## src/rtl/core/vlads_pkg.sv

```systemverilog
package vlads_pkg;

   // Table geometry
   localparam int TABLE_DEPTH = 32;
   localparam int VALUE_BITS  = 16;

   // Field widths of the request and response beats
   localparam int ITEM_W   = 16;
   localparam int STATUS_W = 2;
   localparam int SUM_W    = 21;
   localparam int CNT_W    = 6;
   localparam int MEAN_W   = 23;

   // Mean scaling and divider sizing
   localparam int MEAN_SCALE = 100;
   localparam int NUM_W      = 28;
   localparam int STEP_W     = $clog2(NUM_W);

   typedef enum logic {
      OP_APPEND = 1'b0,
      OP_DELETE = 1'b1
   } op_type;

   typedef enum logic [STATUS_W-1:0] {
      STATUS_DONE      = 2'd0,
      STATUS_NOT_FOUND = 2'd1,
      STATUS_FULL      = 2'd2
   } status_type;

   // Operation broadcast to every cell of the table
   typedef struct packed {
      op_type                kind;
      logic [VALUE_BITS-1:0] value;
   } cell_cmd_type;

endpackage

```

## src/rtl/core/vlads_if.sv

```systemverilog
interface vlads_req_if;
   import vlads_pkg::*;

   logic              valid;
   logic              ready;
   logic              req_type;
   logic [ITEM_W-1:0] item_value;

   modport source (output valid, output req_type, output item_value, input ready);
   modport sink   (input valid, input req_type, input item_value, output ready);
endinterface

interface vlads_rsp_if;
   import vlads_pkg::*;

   logic                valid;
   logic                ready;
   logic [STATUS_W-1:0] status;
   logic [SUM_W-1:0]    total_sum;
   logic [CNT_W-1:0]    entry_count;
   logic [MEAN_W-1:0]   mean_x100;
   logic                is_empty;

   modport source (output valid, output status, output total_sum, output entry_count,
                   output mean_x100, output is_empty, input ready);
   modport sink   (input valid, input status, input total_sum, input entry_count,
                   input mean_x100, input is_empty, output ready);
endinterface

```

## src/rtl/core/vlads_cell.sv

```systemverilog
module vlads_cell (
   input  logic                   clock,
   input  logic                   reset,
   input  vlads_pkg::cell_cmd_type cmd,
   input  logic                   tok_prev,
   output logic                   tok_next,
   output logic                   hit
);
   import vlads_pkg::*;

   logic                  valid_ff;
   logic                  valid_in;
   logic [VALUE_BITS-1:0] value_ff;
   logic                  tok_ff;
   logic                  tok_in;
   logic                  match;

   // Claim a free slot on append, or free a matching slot on delete
   always_comb begin
      if (cmd.kind == OP_APPEND) begin
         match = !valid_ff;
      end else begin
         match = valid_ff && (value_ff == cmd.value);
      end
      hit      = tok_prev && match;
      tok_in   = tok_prev && !match;
      valid_in = hit ? (cmd.kind == OP_APPEND) : valid_ff;
   end

   assign tok_next = tok_ff;

   // Hand the search token to the next cell when this one does not take it
   always_ff @(posedge clock) begin
      if (reset) begin
         valid_ff <= 1'b0;
         tok_ff   <= 1'b0;
      end else begin
         valid_ff <= valid_in;
         tok_ff   <= tok_in;
      end
   end

   // Store the value on a claimed append
   always_ff @(posedge clock) begin
      if (hit && (cmd.kind == OP_APPEND)) begin
         value_ff <= cmd.value;
      end
   end

endmodule

```

## src/rtl/core/vlads_div.sv

```systemverilog
module vlads_div (
   input  logic                      clock,
   input  logic                      reset,
   input  logic                      start,
   input  logic [vlads_pkg::NUM_W-1:0] num,
   input  logic [vlads_pkg::CNT_W-1:0] den,
   output logic                      done,
   output logic [vlads_pkg::MEAN_W-1:0] quo
);
   import vlads_pkg::*;

   logic              busy_ff;
   logic              done_ff;
   logic [STEP_W-1:0] step_ff;
   logic [CNT_W-1:0]  rem_ff;
   logic [CNT_W-1:0]  rem_in;
   logic [NUM_W-1:0]  quo_ff;
   logic [CNT_W:0]    trial;
   logic              ge;

   // One restoring step: shift in the next numerator bit and try the subtract
   always_comb begin
      trial  = {rem_ff, quo_ff[NUM_W-1]};
      ge     = trial >= {1'b0, den};
      rem_in = ge ? CNT_W'(trial - {1'b0, den}) : CNT_W'(trial);
   end

   // Sequence the steps, one quotient bit per cycle
   always_ff @(posedge clock) begin
      if (reset) begin
         busy_ff <= 1'b0;
         done_ff <= 1'b0;
         step_ff <= '0;
      end else begin
         done_ff <= 1'b0;
         if (start) begin
            busy_ff <= 1'b1;
            step_ff <= STEP_W'(NUM_W - 1);
         end else if (busy_ff) begin
            step_ff <= step_ff - 1'b1;
            if (step_ff == '0) begin
               busy_ff <= 1'b0;
               done_ff <= 1'b1;
            end
         end
      end
   end

   // Quotient bits replace numerator bits in one shift register
   always_ff @(posedge clock) begin
      if (start) begin
         quo_ff <= num;
         rem_ff <= '0;
      end else if (busy_ff) begin
         quo_ff <= {quo_ff[NUM_W-2:0], ge};
         rem_ff <= rem_in;
      end
   end

   assign done = done_ff;
   assign quo  = quo_ff[MEAN_W-1:0];

endmodule

```

## src/rtl/core/value_list_append_delete_stats.sv

```systemverilog
// Flow from the accepting edge to the response beat: token scan, load, 28 divider
// steps and their done flag, send. The divider is skipped when the table is empty.
// One request at a time: the next is taken once the previous result sits in the
// response register.
// Reset (synchronous, active high) clears all slots, the sum, the count and the state.
module value_list_append_delete_stats (
   input  logic        clock,
   input  logic        reset,
   vlads_req_if.sink   req_chan,
   vlads_rsp_if.source rsp_chan
);
   import vlads_pkg::*;

   typedef enum logic [4:0] {
      S_IDLE = 5'b00001,
      S_SCAN = 5'b00010,
      S_LOAD = 5'b00100,
      S_DIV  = 5'b01000,
      S_SEND = 5'b10000
   } state_type;

   state_type            state_ff;
   state_type            state_in;
   cell_cmd_type         cmd_ff;
   logic                 start_ff;
   logic [SUM_W-1:0]     sum_ff;
   logic [CNT_W-1:0]     count_ff;
   status_type           status_ff;
   logic [MEAN_W-1:0]    mean_ff;
   logic                 rsp_valid_ff;
   logic [STATUS_W-1:0]  rsp_status_ff;
   logic [SUM_W-1:0]     rsp_sum_ff;
   logic [CNT_W-1:0]     rsp_count_ff;
   logic [MEAN_W-1:0]    rsp_mean_ff;
   logic                 rsp_empty_ff;
   logic [TABLE_DEPTH:0] tok;
   logic [TABLE_DEPTH-1:0] hit;
   logic                 hit_any;
   logic                 accept;
   logic                 send;
   logic                 div_start;
   logic                 div_done;
   logic [NUM_W-1:0]     div_num;
   logic [MEAN_W-1:0]    div_quo;

   assign req_chan.ready = (state_ff == S_IDLE);
   assign accept         = req_chan.valid && req_chan.ready;
   assign send           = (state_ff == S_SEND) && (!rsp_valid_ff || rsp_chan.ready);
   assign div_start      = (state_ff == S_LOAD) && (count_ff != '0);
   assign hit_any        = |hit;
   assign div_num        = NUM_W'(sum_ff) * NUM_W'(MEAN_SCALE) + NUM_W'(count_ff >> 1);

   // Row of table cells; the search token enters at slot 0
   assign tok[0] = start_ff;
   for (genvar i = 0; i < TABLE_DEPTH; i++) begin : g_cell
      vlads_cell u_cell (
         .clock    (clock),
         .reset    (reset),
         .cmd      (cmd_ff),
         .tok_prev (tok[i]),
         .tok_next (tok[i+1]),
         .hit      (hit[i])
      );
   end

   vlads_div u_div (
      .clock (clock),
      .reset (reset),
      .start (div_start),
      .num   (div_num),
      .den   (count_ff),
      .done  (div_done),
      .quo   (div_quo)
   );

   // Next state
   always_comb begin
      state_in = state_ff;
      case (state_ff)
         S_IDLE: if (accept) state_in = S_SCAN;
         S_SCAN: if (hit_any || tok[TABLE_DEPTH]) state_in = S_LOAD;
         S_LOAD: state_in = (count_ff != '0) ? S_DIV : S_SEND;
         S_DIV:  if (div_done) state_in = S_SEND;
         S_SEND: if (send) state_in = S_IDLE;
         default: state_in = S_IDLE;
      endcase
   end

   // Control state and running totals
   always_ff @(posedge clock) begin
      if (reset) begin
         state_ff <= S_IDLE;
         start_ff <= 1'b0;
         sum_ff   <= '0;
         count_ff <= '0;
      end else begin
         state_ff <= state_in;
         start_ff <= accept;
         if ((state_ff == S_SCAN) && hit_any) begin
            if (cmd_ff.kind == OP_APPEND) begin
               sum_ff   <= sum_ff + SUM_W'(cmd_ff.value);
               count_ff <= count_ff + 1'b1;
            end else begin
               sum_ff   <= sum_ff - SUM_W'(cmd_ff.value);
               count_ff <= count_ff - 1'b1;
            end
         end
      end
   end

   // Latch the request, the outcome and the mean
   always_ff @(posedge clock) begin
      if (accept) begin
         cmd_ff.kind  <= op_type'(req_chan.req_type);
         cmd_ff.value <= req_chan.item_value[VALUE_BITS-1:0];
      end
      if (state_ff == S_SCAN) begin
         if (hit_any) begin
            status_ff <= STATUS_DONE;
         end else if (tok[TABLE_DEPTH]) begin
            status_ff <= (cmd_ff.kind == OP_APPEND) ? STATUS_FULL : STATUS_NOT_FOUND;
         end
      end
      if ((state_ff == S_LOAD) && (count_ff == '0)) begin
         mean_ff <= '0;
      end else if ((state_ff == S_DIV) && div_done) begin
         mean_ff <= div_quo;
      end
   end

   // Response register: hold the beat until it is taken
   always_ff @(posedge clock) begin
      if (reset) begin
         rsp_valid_ff <= 1'b0;
      end else if (send) begin
         rsp_valid_ff <= 1'b1;
      end else if (rsp_chan.ready) begin
         rsp_valid_ff <= 1'b0;
      end
   end

   always_ff @(posedge clock) begin
      if (send) begin
         rsp_status_ff <= status_ff;
         rsp_sum_ff    <= sum_ff;
         rsp_count_ff  <= count_ff;
         rsp_mean_ff   <= mean_ff;
         rsp_empty_ff  <= (count_ff == '0);
      end
   end

   assign rsp_chan.valid       = rsp_valid_ff;
   assign rsp_chan.status      = rsp_status_ff;
   assign rsp_chan.total_sum   = rsp_sum_ff;
   assign rsp_chan.entry_count = rsp_count_ff;
   assign rsp_chan.mean_x100   = rsp_mean_ff;
   assign rsp_chan.is_empty    = rsp_empty_ff;

endmodule
```

## src/flat_wrapper.sv

```systemverilog
// flat-port wrapper written by rule: the top's interface ports become plain ports
module value_list_append_delete_stats_flat import vlads_pkg::*;
  (clock, reset, req_chan_valid, req_chan_req_type, req_chan_item_value, req_chan_ready, rsp_chan_valid, rsp_chan_status, rsp_chan_total_sum, rsp_chan_entry_count, rsp_chan_mean_x100, rsp_chan_is_empty, rsp_chan_ready);
  vlads_req_if req_chan_i ();
  vlads_rsp_if rsp_chan_i ();
  input  logic clock;
  input  logic reset;
  input wire logic [$bits(req_chan_i.valid)-1:0] req_chan_valid;
  input wire logic [$bits(req_chan_i.req_type)-1:0] req_chan_req_type;
  input wire logic [$bits(req_chan_i.item_value)-1:0] req_chan_item_value;
  output wire logic [$bits(req_chan_i.ready)-1:0] req_chan_ready;
  output wire logic [$bits(rsp_chan_i.valid)-1:0] rsp_chan_valid;
  output wire logic [$bits(rsp_chan_i.status)-1:0] rsp_chan_status;
  output wire logic [$bits(rsp_chan_i.total_sum)-1:0] rsp_chan_total_sum;
  output wire logic [$bits(rsp_chan_i.entry_count)-1:0] rsp_chan_entry_count;
  output wire logic [$bits(rsp_chan_i.mean_x100)-1:0] rsp_chan_mean_x100;
  output wire logic [$bits(rsp_chan_i.is_empty)-1:0] rsp_chan_is_empty;
  input wire logic [$bits(rsp_chan_i.ready)-1:0] rsp_chan_ready;
  assign req_chan_i.valid = req_chan_valid;
  assign req_chan_i.req_type = req_chan_req_type;
  assign req_chan_i.item_value = req_chan_item_value;
  assign req_chan_ready = req_chan_i.ready;
  assign rsp_chan_valid = rsp_chan_i.valid;
  assign rsp_chan_status = rsp_chan_i.status;
  assign rsp_chan_total_sum = rsp_chan_i.total_sum;
  assign rsp_chan_entry_count = rsp_chan_i.entry_count;
  assign rsp_chan_mean_x100 = rsp_chan_i.mean_x100;
  assign rsp_chan_is_empty = rsp_chan_i.is_empty;
  assign rsp_chan_i.ready = rsp_chan_ready;
  value_list_append_delete_stats u_core (.clock(clock), .reset(reset), .req_chan(req_chan_i), .rsp_chan(rsp_chan_i));
endmodule
```

## config.mk

```make
export PLATFORM = sky130hd
export DESIGN_NAME = value_list_append_delete_stats_flat
export DESIGN_NICKNAME = d
export VERILOG_FILES = /design/src/rtl/core/vlads_pkg.sv /design/src/rtl/core/vlads_if.sv /design/src/rtl/core/vlads_cell.sv /design/src/rtl/core/vlads_div.sv /design/src/rtl/core/value_list_append_delete_stats.sv /design/src/flat_wrapper.sv
export SDC_FILE = /design/constraint.sdc
export NUM_CORES = 1
export LEC_CHECK = 0
export BUFFER_PORTS_ARGS = -buffer_cell sky130_fd_sc_hd__buf_2
export CORE_MARGIN = 3
export CORE_UTILIZATION = 30
export CTS_CLUSTER_DIAMETER = 150
export DETAILED_ROUTE_END_ITERATION = 12
export SLEW_MARGIN = 20
export SYNTH_ARGS = -nofsm -noshare
export SYNTH_HDL_FRONTEND = slang
export SYNTH_SLANG_ARGS = --single-unit
export TNS_END_PERCENT = 10
```

## constraint.sdc

```tcl
create_clock -name clock -period 10.7 [get_ports clock]
set_input_delay 0.535 -clock clock [delete_from_list [all_inputs] [get_ports clock]]
set_output_delay 0.535 -clock clock [all_outputs]
set_load 0.1 [all_outputs]
```

# ---- Word level (Yosys, flattened, before mapping)
# Cells that the tools add are included.
dict set report op_classes {
  order_cmp 1
  n_shift 0
  n_bitwise 2
  n_eq_ne 41
  div 0
  reduce_logical 212
  add_sub_neg 7
  n_mux 53
  mul 1
}
# operator n
set ops {}
lappend ops {{16-bit == test} 32}
lappend ops {{1-bit logical AND} 134}
lappend ops {{1-bit zero test} 65}
lappend ops {{28-bit two-way mux} 2}
lappend ops {{1-bit two-way mux} 38}
lappend ops {{5-bit two-way mux} 7}
lappend ops {{32-bit OR reduction} 1}
lappend ops {{28-bit by 5-bit adder with 28-bit output} 1}
lappend ops {{21-bit by 5-bit multiplier with 26-bit output, second input constant} 1}
lappend ops {{5-bit case mux with 5 select lines} 1}
lappend ops {{21-bit by 16-bit adder with 21-bit output} 1}
lappend ops {{21-bit two-way mux} 1}
lappend ops {{21-bit by 16-bit subtractor with 21-bit output} 1}
lappend ops {{6-bit two-way mux} 2}
lappend ops {{7-bit by 6-bit greater-or-equal comparator with 1-bit output} 1}
lappend ops {{6-bit by 1-bit adder with 6-bit output, second input constant} 1}
lappend ops {{6-bit zero test} 1}
lappend ops {{2-bit nonzero test} 3}
lappend ops {{6-bit nonzero test} 1}
lappend ops {{6-bit by 1-bit subtractor with 6-bit output, second input constant} 1}
lappend ops {{6-bit subtractor} 1}
lappend ops {{5-bit by 1-bit == test with 1-bit output, second input constant} 1}
lappend ops {{5-bit by 2-bit == test with 1-bit output, second input constant} 1}
lappend ops {{5-bit by 3-bit == test with 1-bit output, second input constant} 1}
lappend ops {{other kinds (13)} 18}
dict set report totals {
  latchBits 0
  ramBits 0
  memories 0
  inputBits 21
  rom_bits 0
  register_bits 746
  out_inout_bits 55
}

# ---- Longest topological paths before layout
dict set report logic_depth {
  ltp_word 8
  depth_mapped 19
  mapped_depth_nobuf 17
}

# ---- Modules after synthesis
# Synthesis repeated with hierarchy kept, for this count alone.
dict set report hier_totals {
  cells_unflattened 2687
  area_unflattened_um2 35417.7
}
# module cells_each seq_area_each_um2 area_per_inst_um2 n_inst
set modules_own_cells {}
lappend modules_own_cells {vlads_cell 50 520.5 769.5 32}
lappend modules_own_cells {value_list_append_delete_stats 897 3303.2 8565.7 1}
lappend modules_own_cells {vlads_div 190 1101.1 2228.4 1}

# ---- Worst setup path before layout
# OpenSTA, ideal clock, no wires.
dict set report synth_timing {
  path_type {reg2reg}
  from {reg u_core.cmd_ff[16] (netlist bit)}
  to {reg u_core.sum_ff[20]}
  t_required_ps 10584
  setup_time_ps 116
  t_arrival_ps 4515
  path_buffers 5
  period_less_slack_ps 4631
  path_slack_ps 6069
  stages_incl_launch_ff 18
  cell_sequence {edfxtp_1 -> buf_2 -> buf_1 -> clkbuf_1 -> buf_1 -> buf_1 -> mux2i_1 -> fa_1 -> a211oi_1 -> o21bai_1 -> a21oi_1 -> o41ai_1 -> o41ai_1 -> o21ai_0 -> o41ai_1 -> mux2i_1 -> a311oi_1 -> a41o_1}
}
dict set report synth_via {
  elab_chain_cells 4
  elab_cells_between_ends 67
  cone_classes {mux: 33; reduce/logical: 34}
}
# item line_no
set synth_rtl {}
lappend synth_rtl {{start, declared} value_list_append_delete_stats.sv:24} ;# cell_cmd_type cmd_ff;
lappend synth_rtl {{1-bit two-way mux} vlads_cell.sv:20} ;# if (cmd.kind == OP_APPEND) begin
lappend synth_rtl {{1-bit logical AND} vlads_cell.sv:25} ;# hit = tok_prev && match;
lappend synth_rtl {{32-bit OR reduction} value_list_append_delete_stats.sv:50} ;# assign hit_any = |hit;
lappend synth_rtl {{1-bit logical AND} value_list_append_delete_stats.sv:99} ;# if ((state_ff == S_SCAN) && hit_any) begin
lappend synth_rtl {{end signal, assigned} value_list_append_delete_stats.sv:101} ;# sum_ff <= sum_ff + SUM_W'(cmd_ff.value);
lappend synth_rtl {{end signal, assigned} value_list_append_delete_stats.sv:104} ;# sum_ff <= sum_ff - SUM_W'(cmd_ff.value);
lappend synth_rtl {{end, declared} value_list_append_delete_stats.sv:26} ;# logic [SUM_W-1:0] sum_ff;
# Several ways; a longest one is shown, not always the timed one.
# A chain may end at the register's enable or synchronous reset.

# ---- Final worst setup path
dict set report layout_timing {
  from {reg u_core.cmd_ff[5] (netlist bit)}
  to {reg u_core.sum_ff[20]}
}
dict set report layout_via {
  elab_chain_cells 6
  elab_cells_between_ends 133
  cone_classes {add/sub: 2; eq/ne: 32; mux: 33; reduce/logical: 66}
}
# item
set layout_rtl {}
lappend layout_rtl {{parallel branches: the longest is 6 deep, another holds 21-bit by 16-bit adder with 21-bit output}}
# Parallel ways; which one is timed is not known.

==> parameters.txt <==
Parameter                              Value

Route
  Routed length on met3 ... 2.81 mm
  Vias per inst ... 4.63
  Number of DRC violations after detailed-routing iteration 0 ... 1137
  Detail-routed net length per standard cell ... 17.0 µm
  Metal2 WL ... 33.6 mm
  Routed length on met1 ... 35.3 mm
  Wire length after detailed routing ... 73.9 mm
  Drt drc ... 0
  Number of vias after detailed routing ... 20200
  Pre-antenna DRT Iters ... 5
  Residual antenna-violating net count after detailed routing ... 0
  Uppermost routed layer ... met4

Logic synthesis
  Number of enable-type register cells in the synthesized netlist ... 612
  Library cells used by synthesis ... 71
  Most common cell in the netlist ... sky130_fd_sc_hd__edfxtp_1
  Total standard cell area after synthesis ... 34500 µm²
  Most used flip-flop cell after synthesis ... sky130_fd_sc_hd__edfxtp_1
  Leading post-synthesis cells by cell area ... sky130_fd_sc_hd__edfxtp_1, sky130_fd_sc_hd__xor2_1, sky130_fd_sc_hd__dfxtp_1
  Cell types with the highest counts after synthesis ... sky130_fd_sc_hd__edfxtp_1, sky130_fd_sc_hd__xor2_1, sky130_fd_sc_hd__nand2_1
  Yosys reg bits ... 746
  Yosys warns ... 0
  Post-synthesis cell type with the largest combined area ... sky130_fd_sc_hd__edfxtp_1
  Post-synthesis sequential area ratio ... 0.610
  Async set or reset register ratio after synthesis ... 0
  Portion of synthesized cell area occupied by the leading cell type ... 0.532
  Synthesized instance count ... 2695
  Net count after synthesis ... 2840
  Avg Inst Size Synth ... 12.8 µm²

STA
  Worst hold slack across all endpoints ... 0.0625 ns
  Transition at the pin with the smallest max-transition slack ... 0.874 ns
  Fmax ... 0.189 GHz
  Final Cycle Share ... 0.495
  Total negative slack for setup checks ... 0 ns
  Max_slew headroom ... 0.417
  Final worst setup slack ... 5.40 ns
  Setup violators final ... 0
  Slew Limit Fails ... 0
  Tmin final ... 5.30 ns
  Hold Vio Cnt, Final ... 0
  Setup repair after global routing missed its margin ... no
  Post-route clock skew ... 0.0503 ns

Setup path
  Largest driver fanout on the critical path ... 29
  Worst Setup End Kind ... flip-flop
  FF-to-FF setup slack ... 5.40 ns
  Crit path kind ... flip-flop to flip-flop
  Depth of the worst register-to-register path ... 17
  Data required time at the worst endpoint ... 11.22 ns
  Capturing point of the worst reg2reg path ... u_core.sum_ff[20]$_SDFFE_PP0P_
  End point of the critical path ... u_core.sum_ff[20]$_SDFFE_PP0P_
  Critical R2R Launch ... u_core.cmd_ff[5]$_DFFE_PP_
  Startpoint types ... flip-flop
  Crit path launch ... u_core.cmd_ff[5]$_DFFE_PP_
  Data arrival at the endpoint of the critical path ... 5.82 ns

Die
  Die Footprint ... 119000 µm²
  Core Footprint ... 113000 µm²
  Top-level port count ... 76
  Floorplan row count ... 123
  Horiz. Die Dim ... 345 µm
  Starting density of the core ... 0.304
  Height of the die ... 345 µm

Clock tree
  Quantity of hold-fixing buffers added after cts ... 0
  Count of H-tree levels built during CTS ... 3
  Number of CTS-inserted buffers ... 77
  CTS tree ... yes
  Clock root buffer master ... sky130_fd_sc_hd__clkbuf_16
  Post-CTS clock slew at the launch and capture registers of the worst setup and hold paths ... 0.06 ns
  Cts repair resizes ... 0
  CTS Sinks ... 746
  Post-CTS Setup Repair Bufs ... 0
  Deepest clock path buffer count ... 3
  Clock insertion delay at the later pin of the skew report ... 0.65 ns

GRT
  Total congestion overflow ... 0
  Aggregate global-route resource usage ... 0.122
  First-pass GRT wire length ... 116 mm
  Pin count of the biggest net entering global routing ... 106
  Initial antenna violation count ... 1
  Via count of the first global-routing pass ... 19800

Final layout
  Net total in the final layout ... 2936
  Final design utilization ... 0.348
  Count of non-filler cells in the finished layout ... 4356
  Signed area change from the synthesized netlist to the final layout ... 14.3%
  Ant. Diodes ... 0
  Fraction of layout instances using a drive strength above 1 ... 0.104

Outcome
  Status ... finished clean

Worst hold path
  Type of the worst min-delay path ... primary input to flip-flop
  Source of the worst hold timing path ... req_chan_item_value[13]

Power
  Max rail drop VDD ... 0.000131 V
  Leak pwr ... 14.0 nW
  Power per cell area ... 165 nW/µm²

Placement
  Worst-case setup slack after placement ... 5.44 ns
  Number of instances in the placed design ... 4212
  GPL Wtd Cong ... 0.776
  Post-detail-place hpwl ... 45.0 mm
  PortBufs ... 75

Flow run
  Maximum capacitance violations ... 0
-- worst min path at each step --
stage	endpoint	slack (ns)	depth (start not counted)
2_1_floorplan	u_core.rsp_chan.status[0]$_DFFE_PP_	0.40	0
3_3_place_gp	u_core.rsp_chan.status[0]$_DFFE_PP_	0.41	0
3_5_place_dp	u_core.rsp_chan.mean_x100[5]$_DFFE_PP_	0.42	0
4_1_cts	u_core.cmd_ff[3]$_DFFE_PP_	0.006	1
5_1_grt	u_core.cmd_ff[13]$_DFFE_PP_	0.02	1
6_report	u_core.cmd_ff[13]$_DFFE_PP_	0.06	1
-- final cells by class --
cell class / count / area [µm²]
flip-flops and latches: 746 / 21100
repair buffers: 138 / 863
clock buffers: 108 / 2120
fillers: 11000 / 74000
inverters: 116 / 435
well taps: 1500 / 1880
clock inverters: 36 / 475
multi-input cells: 1712 / 12600
-- per-stage QoR --
| stage | instance area [µm²] | total power, mW |
|---|---|---|
| finish | 39500 | 6.52 |
| floorplan | 34500 | 3.68 |
| global placement | 36800 | 3.86 |
| detailed placement | 36900 | 3.86 |
| global route | 39500 | 6.79 |
| CTS | 39500 | 6.61 |
-- sequential cells by signal, summed over array words and instances, names as in the netlist, 2 cells and up --
name	flops
u_core.cmd_ff	17
u_core.count_ff	6
u_core.g_cell.u_cell.tok_next	32
u_core.g_cell.u_cell.valid_ff	32
u_core.g_cell.u_cell.value_ff	512
u_core.mean_ff	23
u_core.rsp_chan.entry_count	6
u_core.rsp_chan.mean_x100	23
u_core.rsp_chan.status	2
u_core.rsp_chan.total_sum	21
u_core.state_ff	5
u_core.status_ff	2
u_core.sum_ff	21
u_core.u_div.quo_ff	28
u_core.u_div.rem_ff	6
u_core.u_div.step_ff	5
-- placed cells by master (no fill, tap or decap), types with 20 or more instances in the layout --
master / Yosys / final
sky130_fd_sc_hd__fa_1: 20 / 20
sky130_fd_sc_hd__a21o_1: 22 / 22
sky130_fd_sc_hd__nand4_1: 45 / 45
sky130_fd_sc_hd__edfxtp_1: 612 / 612
sky130_fd_sc_hd__inv_1: 116 / 116
sky130_fd_sc_hd__buf_2: 68 / 74
sky130_fd_sc_hd__dfxtp_1: 134 / 134
sky130_fd_sc_hd__clkbuf_16: 0 / 77
sky130_fd_sc_hd__xor2_1: 477 / 477
sky130_fd_sc_hd__clkbuf_1: 41 / 23
sky130_fd_sc_hd__nor3_1: 59 / 59
sky130_fd_sc_hd__a21oi_1: 119 / 119
sky130_fd_sc_hd__o21ai_0: 61 / 61
sky130_fd_sc_hd__o22ai_1: 26 / 26
sky130_fd_sc_hd__xnor2_1: 117 / 117
sky130_fd_sc_hd__nor4_1: 101 / 100
sky130_fd_sc_hd__nor3b_1: 50 / 26
sky130_fd_sc_hd__ha_1: 104 / 104
sky130_fd_sc_hd__nand3_1: 49 / 49
sky130_fd_sc_hd__nand2_1: 167 / 167
sky130_fd_sc_hd__buf_4: 4 / 63
sky130_fd_sc_hd__nor3b_2: 1 / 21
sky130_fd_sc_hd__nor2_1: 109 / 108
-- kinds of logic (layout without fill, tap and decap cells) --
group / Yosys count / in the layout / synth area share
AOI/OAI and AO/OA: 316 / 316 / 0.0558
adders and majority gates: 124 / 124 / 0.0493
muxes: 12 / 12 / 0.00355
xor gates and xnor gates: 594 / 594 / 0.151
DFF: 746 / 746 / 0.610
buffers and inverters: 237 / 398 / 0.0291
and+or+nand+nor: 666 / 666 / 0.102
-- routing by layer --
layer / up-vias / global-route usage
met5: - / 0
met4: 0 / 0.0390
met3: 116 / 0.0207
met2: 343 / 0.194
met1: 9829 / 0.170
li1: 9877 / -
-- report_power, final --
| group | internal [mW] | total (mW) | leakage [nW] | switching, mW |
|---|---|---|---|---|
| Sequential | 3.19 | 3.20 | 6.66 | 0.0162 |
| Clock | 1.56 | 2.73 | 1.25 | 1.17 |
| Combinational | 0.187 | 0.588 | 6.10 | 0.402 |
-- worst max-delay path: stages (launching register included) --
cell and delay [ns]:
sky130_fd_sc_hd__edfxtp_1 0.36, sky130_fd_sc_hd__buf_4 0.29, sky130_fd_sc_hd__nor4_1 0.70, sky130_fd_sc_hd__nand2b_1 0.28
sky130_fd_sc_hd__nor3b_1 0.63, sky130_fd_sc_hd__nor2_1 0.11, sky130_fd_sc_hd__xnor2_1 0.16, sky130_fd_sc_hd__ha_1 0.38
sky130_fd_sc_hd__a21oi_1 0.15, sky130_fd_sc_hd__o21ai_0 0.09, sky130_fd_sc_hd__nand2_1 0.07, sky130_fd_sc_hd__o41ai_1 0.11
sky130_fd_sc_hd__o41ai_1 0.41, sky130_fd_sc_hd__o21ai_0 0.21, sky130_fd_sc_hd__o41ai_1 0.52, sky130_fd_sc_hd__mux2i_1 0.30
sky130_fd_sc_hd__a311oi_1 0.12, sky130_fd_sc_hd__a41o_1 0.23
No activity file was read; power rests on OpenSTA's default activity.
